`src/rtl/core/utf8_to_utf16_transcoder_assert.svh`:
```
// Assertion macros for the UTF-8 to UTF-16 transcoder
`ifndef UTF8_TO_UTF16_TRANSCODER_ASSERT_SVH
`define UTF8_TO_UTF16_TRANSCODER_ASSERT_SVH

// Check a property on every clock edge outside reset
`define U8U16_ASSERT(lbl, prop, msg) \
    lbl: assert property (@(posedge i_clk) disable iff (!i_rst_n) prop) else $error(msg);

// Check a property on every clock edge, reset included
`define U8U16_ASSERT_ALWAYS(lbl, prop, msg) \
    lbl: assert property (@(posedge i_clk) prop) else $error(msg);

`endif

```
`src/rtl/core/u8u16_pkg.sv`:
```
// Shared types, constants and functions of the UTF-8 to UTF-16 transcoder
package u8u16_pkg;

    // Queue geometry
    localparam int unsigned QDepth = 4;
    localparam int unsigned QAw    = $clog2(QDepth);

    localparam logic [31:0] MaxCodePoint = 32'h0010_FFFF;
    localparam logic [15:0] HighSurBase  = 16'hD800;
    localparam logic [15:0] LowSurBase   = 16'hDC00;
    localparam logic [20:0] SupBase      = 21'h01_0000;

    typedef enum logic {
        JOB_POINT,
        JOB_REPL
    } t_job_kind;

    // One queued job: a finished sequence or a truncation
    typedef struct packed {
        t_job_kind   kind;
        logic [31:0] acc;
        logic [2:0]  len;
        logic        last;
    } t_job;

    typedef struct packed {
        logic full;
        logic empty;
    } t_q_stat;

    // Sequence length set by a lead byte
    function automatic logic [2:0] lead_length(input logic [7:0] b);
        logic [2:0] n;
        if (b < 8'd192)      n = 3'd1;
        else if (b < 8'd224) n = 3'd2;
        else if (b < 8'd240) n = 3'd3;
        else if (b < 8'd248) n = 3'd4;
        else if (b < 8'd252) n = 3'd5;
        else                 n = 3'd6;
        return n;
    endfunction

    // Marker bits to strip from the gathered value, by length minus one
    function automatic logic [31:0] length_offset(input logic [2:0] idx);
        logic [31:0] off;
        case (idx)
            3'd1:    off = 32'h0000_3080;
            3'd2:    off = 32'h000E_2080;
            3'd3:    off = 32'h03C8_2080;
            3'd4:    off = 32'hFA08_2080;
            3'd5:    off = 32'h8208_2080;
            default: off = 32'h0000_0000;
        endcase
        return off;
    endfunction

endpackage

```
`src/rtl/core/u8u16_front.sv`:
```
// Front end: takes UTF-8 beats, gathers sequences and queues finished jobs
module u8u16_front (
    input  logic                 i_clk,
    input  logic                 i_rst_n,
    input  logic                 i_valid,
    output logic                 o_ready,
    input  logic [7:0]           i_byte,
    input  logic                 i_last,
    input  u8u16_pkg::t_q_stat   i_stat,
    output logic                 o_push,
    output u8u16_pkg::t_job      o_job
);

    logic [31:0] r_acc, n_acc;
    logic [2:0]  r_remain, n_remain;
    logic [2:0]  r_len, n_len;
    logic        w_accept;
    logic        w_complete;

    assign o_ready  = !i_stat.full;
    assign w_accept = i_valid && o_ready;

    // Gather the next byte and decide whether a job leaves
    always_comb begin
        n_acc      = r_acc;
        n_remain   = r_remain;
        n_len      = r_len;
        w_complete = 1'b0;
        o_push     = 1'b0;
        o_job.kind = u8u16_pkg::JOB_POINT;
        o_job.last = i_last;
        if (r_remain == 3'd0) begin
            n_acc      = {24'd0, i_byte};
            n_len      = u8u16_pkg::lead_length(i_byte);
            n_remain   = n_len - 3'd1;
            w_complete = (n_len == 3'd1);
        end else begin
            n_acc      = {r_acc[25:0], 6'd0} + {24'd0, i_byte};
            n_remain   = r_remain - 3'd1;
            w_complete = (n_remain == 3'd0);
        end
        o_job.acc = n_acc;
        o_job.len = n_len;
        if (w_complete) begin
            o_push = w_accept;
        end else if (i_last) begin
            // Drop the cut-off sequence and emit a replacement
            o_push     = w_accept;
            o_job.kind = u8u16_pkg::JOB_REPL;
            n_remain   = 3'd0;
            n_len      = 3'd0;
        end
    end

    // Advance the sequence state on each accepted beat
    always_ff @(posedge i_clk) begin
        if (!i_rst_n) begin
            r_acc    <= '0;
            r_remain <= '0;
            r_len    <= '0;
        end else if (w_accept) begin
            r_acc    <= n_acc;
            r_remain <= n_remain;
            r_len    <= n_len;
        end
    end

endmodule

```
`src/rtl/core/u8u16_fifo.sv`:
```
// Short job queue between the front and back ends
module u8u16_fifo (
    input  logic                 i_clk,
    input  logic                 i_rst_n,
    input  logic                 i_push,
    input  u8u16_pkg::t_job      i_job,
    input  logic                 i_pop,
    output u8u16_pkg::t_job      o_head,
    output u8u16_pkg::t_q_stat   o_stat
);

    u8u16_pkg::t_job               r_mem [u8u16_pkg::QDepth];
    logic [u8u16_pkg::QAw-1:0]     r_wp;
    logic [u8u16_pkg::QAw-1:0]     r_rp;
    logic [u8u16_pkg::QAw:0]       r_cnt;

    assign o_stat.full  = (r_cnt == (u8u16_pkg::QAw+1)'(u8u16_pkg::QDepth));
    assign o_stat.empty = (r_cnt == '0);
    assign o_head       = r_mem[r_rp];

    // Store pushed jobs
    always_ff @(posedge i_clk) begin
        if (i_push) begin
            r_mem[r_wp] <= i_job;
        end
    end

    // Move the pointers and the fill count
    always_ff @(posedge i_clk) begin
        if (!i_rst_n) begin
            r_wp  <= '0;
            r_rp  <= '0;
            r_cnt <= '0;
        end else begin
            if (i_push) begin
                r_wp <= r_wp + 1'b1;
            end
            if (i_pop) begin
                r_rp <= r_rp + 1'b1;
            end
            if (i_push && !i_pop) begin
                r_cnt <= r_cnt + 1'b1;
            end else if (!i_push && i_pop) begin
                r_cnt <= r_cnt - 1'b1;
            end
        end
    end

endmodule

```
`src/rtl/core/u8u16_back.sv`:
```
// Back end: turns queued jobs into UTF-16 beats through an output register
module u8u16_back (
    input  logic                 i_clk,
    input  logic                 i_rst_n,
    input  logic [15:0]          i_repl,
    input  u8u16_pkg::t_job      i_head,
    input  u8u16_pkg::t_q_stat   i_stat,
    output logic                 o_pop,
    output logic                 o_valid,
    input  logic                 i_ready,
    output logic [15:0]          o_unit,
    output logic                 o_last_unit,
    output logic                 o_eot
);

    logic        r_valid, n_valid;
    logic [15:0] r_unit, n_unit;
    logic        r_last_unit, n_last_unit;
    logic        r_eot, n_eot;
    logic        r_pend, n_pend;
    logic [15:0] r_low, n_low;
    logic        r_pend_eot, n_pend_eot;

    logic        w_load;
    logic [31:0] w_cp;
    logic [20:0] w_sup;

    assign o_valid     = r_valid;
    assign o_unit      = r_unit;
    assign o_last_unit = r_last_unit;
    assign o_eot       = r_eot;

    // Strip the length markers and find the supplementary offset
    assign w_cp  = i_head.acc - u8u16_pkg::length_offset(i_head.len - 3'd1);
    assign w_sup = w_cp[20:0] - u8u16_pkg::SupBase;

    // Load the output register: pending low surrogate first, then the next job
    always_comb begin
        w_load      = !r_valid || i_ready;
        o_pop       = 1'b0;
        n_valid     = r_valid;
        n_unit      = r_unit;
        n_last_unit = r_last_unit;
        n_eot       = r_eot;
        n_pend      = r_pend;
        n_low       = r_low;
        n_pend_eot  = r_pend_eot;
        if (w_load) begin
            if (r_pend) begin
                n_valid     = 1'b1;
                n_unit      = r_low;
                n_last_unit = 1'b1;
                n_eot       = r_pend_eot;
                n_pend      = 1'b0;
            end else if (!i_stat.empty) begin
                o_pop       = 1'b1;
                n_valid     = 1'b1;
                n_last_unit = 1'b1;
                n_eot       = i_head.last;
                if (i_head.kind == u8u16_pkg::JOB_REPL) begin
                    n_unit = i_repl;
                end else if (w_cp > u8u16_pkg::MaxCodePoint) begin
                    n_unit = i_repl;
                end else if (w_cp[31:16] == 16'd0) begin
                    // Lone surrogate values cannot be encoded
                    n_unit = (w_cp[15:0] inside {[16'hD800:16'hDFFF]}) ? i_repl : w_cp[15:0];
                end else begin
                    // Split into a surrogate pair, high unit first
                    n_unit      = u8u16_pkg::HighSurBase + {6'd0, w_sup[19:10]};
                    n_last_unit = 1'b0;
                    n_eot       = 1'b0;
                    n_pend      = 1'b1;
                    n_low       = u8u16_pkg::LowSurBase + {6'd0, w_sup[9:0]};
                    n_pend_eot  = i_head.last;
                end
            end else begin
                n_valid = 1'b0;
            end
        end
    end

    // Hold or advance the output beat
    always_ff @(posedge i_clk) begin
        if (!i_rst_n) begin
            r_valid <= 1'b0;
            r_pend  <= 1'b0;
        end else begin
            r_valid <= n_valid;
            r_pend  <= n_pend;
        end
    end

    always_ff @(posedge i_clk) begin
        r_unit      <= n_unit;
        r_last_unit <= n_last_unit;
        r_eot       <= n_eot;
        r_low       <= n_low;
        r_pend_eot  <= n_pend_eot;
    end

endmodule

```
`src/rtl/core/utf8_to_utf16_transcoder.sv`:
```
// Top level of the UTF-8 to UTF-16 transcoder
// A beat that finishes a sequence passes through the job queue and then the output register.
// Throughput: one input byte per cycle while the queue is not full; a surrogate pair holds the output
// port for two units while a four-job queue keeps taking bytes.
// Reset (synchronous, active low) clears the sequence state, the queue, the output valid and pending-pair
// flags and sets the replacement unit to zero; no clearing pass is needed.
module utf8_to_utf16_transcoder (
    input  logic        i_clk,
    input  logic        i_rst_n,
    input  logic        i_cfg_wen,
    input  logic [15:0] i_cfg_wdata,
    input  logic        s_axis_tvalid,
    output logic        s_axis_tready,
    input  logic [7:0]  s_axis_tdata,   // [7:0] data_byte
    input  logic        s_axis_tlast,   // last_byte
    output logic        m_axis_tvalid,
    input  logic        m_axis_tready,
    output logic [15:0] m_axis_tdata,   // [15:0] code_unit
    output logic [0:0]  m_axis_tuser,   // [0] last_unit
    output logic        m_axis_tlast    // end_of_text
);

    logic [15:0]          r_repl;
    logic                 w_push;
    logic                 w_pop;
    u8u16_pkg::t_job      w_job;
    u8u16_pkg::t_job      w_head;
    u8u16_pkg::t_q_stat   w_stat;

    // Replacement unit register
    always_ff @(posedge i_clk) begin
        if (!i_rst_n) begin
            r_repl <= '0;
        end else if (i_cfg_wen) begin
            r_repl <= i_cfg_wdata;
        end
    end

    u8u16_front u_front (
        .i_clk   (i_clk),
        .i_rst_n (i_rst_n),
        .i_valid (s_axis_tvalid),
        .o_ready (s_axis_tready),
        .i_byte  (s_axis_tdata),
        .i_last  (s_axis_tlast),
        .i_stat  (w_stat),
        .o_push  (w_push),
        .o_job   (w_job)
    );

    u8u16_fifo u_fifo (
        .i_clk   (i_clk),
        .i_rst_n (i_rst_n),
        .i_push  (w_push),
        .i_job   (w_job),
        .i_pop   (w_pop),
        .o_head  (w_head),
        .o_stat  (w_stat)
    );

    u8u16_back u_back (
        .i_clk       (i_clk),
        .i_rst_n     (i_rst_n),
        .i_repl      (r_repl),
        .i_head      (w_head),
        .i_stat      (w_stat),
        .o_pop       (w_pop),
        .o_valid     (m_axis_tvalid),
        .i_ready     (m_axis_tready),
        .o_unit      (m_axis_tdata),
        .o_last_unit (m_axis_tuser[0]),
        .o_eot       (m_axis_tlast)
    );

`include "utf8_to_utf16_transcoder_assert.svh"

    `U8U16_ASSERT(a_no_push_full, !(w_push && w_stat.full), "job pushed into a full queue")
    `U8U16_ASSERT(a_no_pop_empty, !(w_pop && w_stat.empty), "job popped from an empty queue")
    `U8U16_ASSERT(a_eot_is_last, m_axis_tvalid && m_axis_tlast |-> m_axis_tuser[0], "end of text on a non-final unit")
    `U8U16_ASSERT(a_pair_follows, m_axis_tvalid && m_axis_tready && !m_axis_tuser[0] |=> m_axis_tvalid && m_axis_tuser[0], "low surrogate missing after high unit")
    `U8U16_ASSERT_ALWAYS(a_rst_idle, !i_rst_n |=> !m_axis_tvalid, "output valid right after reset")

endmodule
```
`config.mk`:
```
export PLATFORM = sky130hd
export DESIGN_NAME = utf8_to_utf16_transcoder
export DESIGN_NICKNAME = d
export VERILOG_FILES = /design/src/rtl/core/u8u16_pkg.sv /design/src/rtl/core/u8u16_front.sv /design/src/rtl/core/u8u16_fifo.sv /design/src/rtl/core/u8u16_back.sv /design/src/rtl/core/utf8_to_utf16_transcoder.sv
export VERILOG_INCLUDE_DIRS = /design/src /design/src/rtl/core
export SDC_FILE = /design/constraint.sdc
export NUM_CORES = 1
export LEC_CHECK = 0
export BUFFER_PORTS_ARGS = -buffer_cell sky130_fd_sc_hd__buf_4
export CAP_MARGIN = 40
export CORE_UTILIZATION = 40
export DETAILED_ROUTE_END_ITERATION = 8
export GPL_ROUTABILITY_DRIVEN = 0
export MAX_ROUTING_LAYER = met4
export SLEW_MARGIN = 30
export SYNTH_ARGS = -nofsm -noshare
export SYNTH_HDL_FRONTEND = slang
export SYNTH_SLANG_ARGS = --single-unit
```
`constraint.sdc`:
```
create_clock -name i_clk -period 5.25 [get_ports i_clk]
set_input_delay 1.05 -clock i_clk [delete_from_list [all_inputs] [get_ports i_clk]]
set_output_delay 1.05 -clock i_clk [all_outputs]
set_load 0.05 [all_outputs]
```
==> metrics.txt <==
# TYPE chip_impl_metric gauge
chip_impl_metric{name="ratio_of_routed_vias_to_standard_cells",unit=""} 5.19
chip_impl_metric{name="post-route-min-period",unit="ps"} 4840
chip_impl_info{name="synth_area_leaders",value="sky130_fd_sc_hd__edfxtp_1 (47%), sky130_fd_sc_hd__dfxtp_1 (10%), sky130_fd_sc_hd__mux4_2 (7.0%), sky130_fd_sc_hd__nand2_1 (3.7%), sky130_fd_sc_hd__ha_1 (2.8%)"} 1
chip_impl_metric{name="drive_gt1_share",unit="%"} 18.0
chip_impl_metric{name="route.antenna.remaining_nets",unit=""} 0
chip_impl_metric{name="final_hold_viol_count",unit=""} 0
chip_impl_metric{name="finalSetupViolations",unit=""} 0
chip_impl_metric{name="synth_enable_flop_cells",unit=""} 177
chip_impl_metric{name="final_critical_path_setup_slack",unit="ps"} 410
chip_impl_metric{name="cts_buffer_depth",unit=""} 3
chip_impl_metric{name="fmaxAchievable",unit="MHz"} 207
chip_impl_metric{name="synth_cell_types",unit=""} 75
chip_impl_metric{name="critical_path_arrival",unit="ps"} 5010
chip_impl_metric{name="post_place_setup_slack",unit="ps"} 390
chip_impl_info{name="cp-end-kind",value="register"} 1
chip_impl_info{name="clk_root_buffer_cell",value="sky130_fd_sc_hd__clkbuf_16"} 1
chip_impl_metric{name="drt_wl_total",unit="mm"} 23.5
chip_impl_metric{name="io_pins",unit=""} 50
chip_impl_metric{name="synth_seq_cells",unit=""} 236
chip_impl_metric{name="worstPathRequired",unit="ps"} 5420
chip_impl_info{name="clock_tree_from_tritoncts",value="yes"} 1
chip_impl_metric{name="fin_setup_tns",unit="ps"} 0
chip_impl_info{name="synth.largest_area_cell",value="sky130_fd_sc_hd__edfxtp_1"} 1
chip_impl_metric{name="numPlacedInstances",unit=""} 1306
chip_impl_info{name="result_of_the_run",value="completed"} 1
chip_impl_metric{name="worst-path-max-fanout",unit=""} 23
chip_impl_info{name="worst_path_max_delay_cell",value="sky130_fd_sc_hd__mux4_2"} 1
chip_impl_metric{name="ctsHoldBuffers",unit=""} 0
chip_impl_metric{name="final_cell_area",unit="sq mm"} 0.0129
chip_impl_info{name="holdCritPathClass",value="register to register"} 1
chip_impl_metric{name="synth.yosys.warnings",unit=""} 0
chip_impl_metric{name="clock_latency",unit="ps"} 530
chip_impl_info{name="rsz0062_at_grt",value="false"} 1
chip_impl_metric{name="fp.dieArea",unit="sq mm"} 0.0289
chip_impl_metric{name="antenna_violations_before_repair",unit=""} 0
chip_impl_metric{name="synth_area",unit="sq mm"} 0.0113
chip_impl_metric{name="final_cell_count_no_fill",unit=""} 1352
chip_impl_metric{name="p_leak",unit="nW"} 4.47
chip_impl_metric{name="antennaDiodeCount",unit=""} 0
chip_impl_metric{name="cts_sinks",unit=""} 236
chip_impl_metric{name="site_row_count",unit=""} 61
chip_impl_info{name="critPathKind",value="register to register"} 1
chip_impl_metric{name="postCtsResizedCells",unit=""} 0
chip_impl_metric{name="grt_first_pass_wirelength",unit="mm"} 37.0
chip_impl_metric{name="cp.buffers_inverters",unit=""} 1
chip_impl_metric{name="tightestPinTransition",unit="ps"} 899
chip_impl_metric{name="htreeDepth",unit=""} 1
chip_impl_metric{name="yosysTopAreaCellShare",unit="%"} 47.2
chip_impl_metric{name="grt_overflow",unit=""} 0
chip_impl_metric{name="cts_setup_buffers",unit=""} 0
chip_impl_metric{name="max_slew_margin",unit="%"} 39.6
chip_impl_metric{name="synth_fp_nets",unit=""} 964
chip_impl_info{name="synthFlopType",value="sky130_fd_sc_hd__edfxtp_1"} 1
chip_impl_metric{name="post_cts_clock_slew_at_the_launch_and_capture_registers_of_the_worst_setup_and_hold_paths",unit="ps"} 60
chip_impl_metric{name="initial_core_util",unit="%"} 40.6
chip_impl_metric{name="cts_inserted_buffers",unit=""} 26
chip_impl_info{name="sequence_of_cells_on_the_critical_path",value="buf_4 > mux4_2 > ha_1 > a21o_1 > a211oi_1 > nand2_1 > o21ai_1 > o311ai_0 > o211a_1 > nor4_1 > and4_1 > and3_1"} 1
chip_impl_metric{name="via_count_of_the_first_global_routing_pass",unit=""} 6879
chip_impl_metric{name="number_of_iterations_in_the_first_detailed_routing_pass",unit=""} 5
chip_impl_metric{name="worst_ir_drop_vdd",unit="mV"} 0.253
chip_impl_metric{name="portBuffers",unit=""} 49
chip_impl_metric{name="core-area",unit="sq mm"} 0.0278
chip_impl_metric{name="chipWidth",unit="microns"} 170
chip_impl_metric{name="critical_path.max_stage_delay",unit="ps"} 590
chip_impl_metric{name="drc",unit=""} 0
chip_impl_metric{name="synth_seq_area_share",unit="%"} 57.6
chip_impl_metric{name="nFillCells",unit=""} 2513
chip_impl_info{name="cp-start-kind",value="register"} 1
chip_impl_metric{name="avgRoutedWirePerCell",unit="microns"} 17.4
chip_impl_metric{name="drt-initial-drc-count",unit=""} 467
chip_impl_metric{name="syn_inst",unit=""} 907
chip_impl_metric{name="dpl.hpwl",unit="mm"} 16.3
chip_impl_metric{name="layout_worst_path_cycle_share",unit="%"} 92.2
chip_impl_metric{name="vias",unit=""} 7022
chip_impl_metric{name="dpl-instance-area",unit="sq mm"} 0.0120
chip_impl_metric{name="synthToLayoutAreaGrowth",unit="%"} 14.6
chip_impl_metric{name="drv_cap",unit=""} 0
chip_impl_info{name="critical_path_s_top_delay_family",value="simple AND/OR/NAND/NOR gates"} 1
chip_impl_metric{name="synth_area_per_cell",unit="sq um"} 12.4
chip_impl_metric{name="num-nets-final",unit=""} 1013
chip_impl_metric{name="die_height",unit="microns"} 170
chip_impl_metric{name="grt_usage",unit="%"} 16.8
chip_impl_metric{name="power_density",unit="mW/mm^2"} 554
chip_impl_metric{name="synth_async_sr_flop_share",unit="%"} 0
chip_impl_metric{name="grt_start_max_net_pins",unit=""} 59
chip_impl_metric{name="drv_slew",unit=""} 0
chip_impl_metric{name="clock_skew",unit="ps"} 15.8
==> state kept, by name (all words and copies together) (netlist names), 2 cells and up, named ones only <==
name              flops
u_fifo.r_mem        148
u_front.r_acc        26
r_repl               16
u_back.o_unit        16
u_back.r_low         10
u_fifo.r_cnt          3
u_front.r_len         3
u_front.r_remain      3
u_fifo.r_rp           2
u_fifo.r_wp           2
==> metal layers <==
| metal | up-vias | part of all wire [%] | GRT usage, % |
|---|---|---|---|
| met4 | 0 | 1.6 | 4.19 |
| met5 | - | 0 | - |
| met1 | 3428 | 49 | 23.1 |
| met2 | 128 | 46 | 26.2 |
| li1 | 3444 | - | - |
| met3 | 22 | 4.0 | 2.58 |
==> cells in the final DEF, fill, tap and decap left out, types with 19 or more instances in the layout <==
master / instances
sky130_fd_sc_hd__xor2_1: 25
sky130_fd_sc_hd__a21boi_0: 31
sky130_fd_sc_hd__clkbuf_16: 26
sky130_fd_sc_hd__ha_1: 25
sky130_fd_sc_hd__mux4_2: 35
sky130_fd_sc_hd__buf_4: 63
sky130_fd_sc_hd__xnor2_1: 19
sky130_fd_sc_hd__nand2_1: 112
sky130_fd_sc_hd__nor2b_1: 24
sky130_fd_sc_hd__edfxtp_1: 177
sky130_fd_sc_hd__a21oi_1: 28
sky130_fd_sc_hd__dfxtp_1: 57
sky130_fd_sc_hd__mux2i_1: 27
sky130_fd_sc_hd__inv_1: 27
sky130_fd_sc_hd__o21ai_0: 30
sky130_fd_sc_hd__nor2_1: 63
==> worst reg2reg max path, delay by kind of cell, from the launching register on <==
| kind | cells | cell delay (ps) |
|---|---|---|
| compound gates | 5 | 1300 |
| fa+ha+maj | 1 | 370 |
| buf+inv | 1 | 450 |
| flops | 1 | 420 |
| mux | 1 | 600 |
| simple gates | 4 | 1330 |
==> synthesized netlist by cell type, types with 10 or more instances <==
cell type and n:
sky130_fd_sc_hd__a21boi_0 31, sky130_fd_sc_hd__a21oi_1 28, sky130_fd_sc_hd__a31oi_1 11, sky130_fd_sc_hd__and2_1 14
sky130_fd_sc_hd__clkbuf_1 27, sky130_fd_sc_hd__dfxtp_1 59, sky130_fd_sc_hd__edfxtp_1 177, sky130_fd_sc_hd__ha_1 25
sky130_fd_sc_hd__inv_1 27, sky130_fd_sc_hd__mux2i_1 27, sky130_fd_sc_hd__mux4_2 35, sky130_fd_sc_hd__nand2_1 112
sky130_fd_sc_hd__nand2b_1 11, sky130_fd_sc_hd__nand3_1 10, sky130_fd_sc_hd__nor2_1 63, sky130_fd_sc_hd__nor2b_1 25
sky130_fd_sc_hd__o21a_1 11, sky130_fd_sc_hd__o21ai_0 30, sky130_fd_sc_hd__or3_1 11, sky130_fd_sc_hd__xnor2_1 19
sky130_fd_sc_hd__xor2_1 25
==> per-stage QoR <==
step | utilization (%) | power, mW | hold slack (ps)
floorplan | - | 4.60 | 441
global placement | 43.3 | 5.34 | 454
detailed placement | 43.3 | 5.34 | 456
CTS | 46.5 | 7.22 | 465
global route | 46.5 | 7.58 | 495
finish | 46.5 | 7.16 | 458
==> power breakdown <==
group / leakage (nW) / internal (mW) / total [mW] / switching [mW]
logic: 1.87 / 1.13 / 2.95 / 1.82
clock network: 0.435 / 1.15 / 1.86 / 0.707
registers: 2.16 / 2.27 / 2.35 / 0.0852
==> worst paths after layout <==
kind	slack, ps	depth (start not counted)	from	to
max reg2reg	410	12	register	u_back.r_pend_eot
min	460	2	u_front.r_remain[1]	u_front.r_remain[1]
min reg2reg	460	2	u_front.r_remain[1]	u_front.r_remain[1]
max	410	12	register	u_back.r_pend_eot
==> area by class of cell <==
class	count	area, sq um	area share, %
Timing Repair Buffer	63	473	3.66
Inverter	27	101	0.785
Sequential cell	236	6500	50.3
Multi-Input combinational cell	602	4480	34.7
Tap cell	378	473	3.66
Clock inverter	12	178	1.38
Clock buffer	34	711	5.50
==> logic make-up (layout without fill, tap and decap cells) <==
| group | after synthesis | in the layout | synth area share (%) |
|---|---|---|---|
| flip-flops | 236 | 236 | 57.6 |
| multiplexers | 69 | 69 | 10.1 |
| AO/OA/AOI/OAI | 161 | 161 | 9.86 |
| buffers and inverters | 69 | 136 | 2.78 |
| adder cells (fa/ha/maj) | 28 | 28 | 3.23 |
| XOR/XNOR | 44 | 44 | 3.42 |
| AND/OR/NAND/NOR | 300 | 300 | 13.0 |
Note: power is estimated with default switching activity, not from simulation.
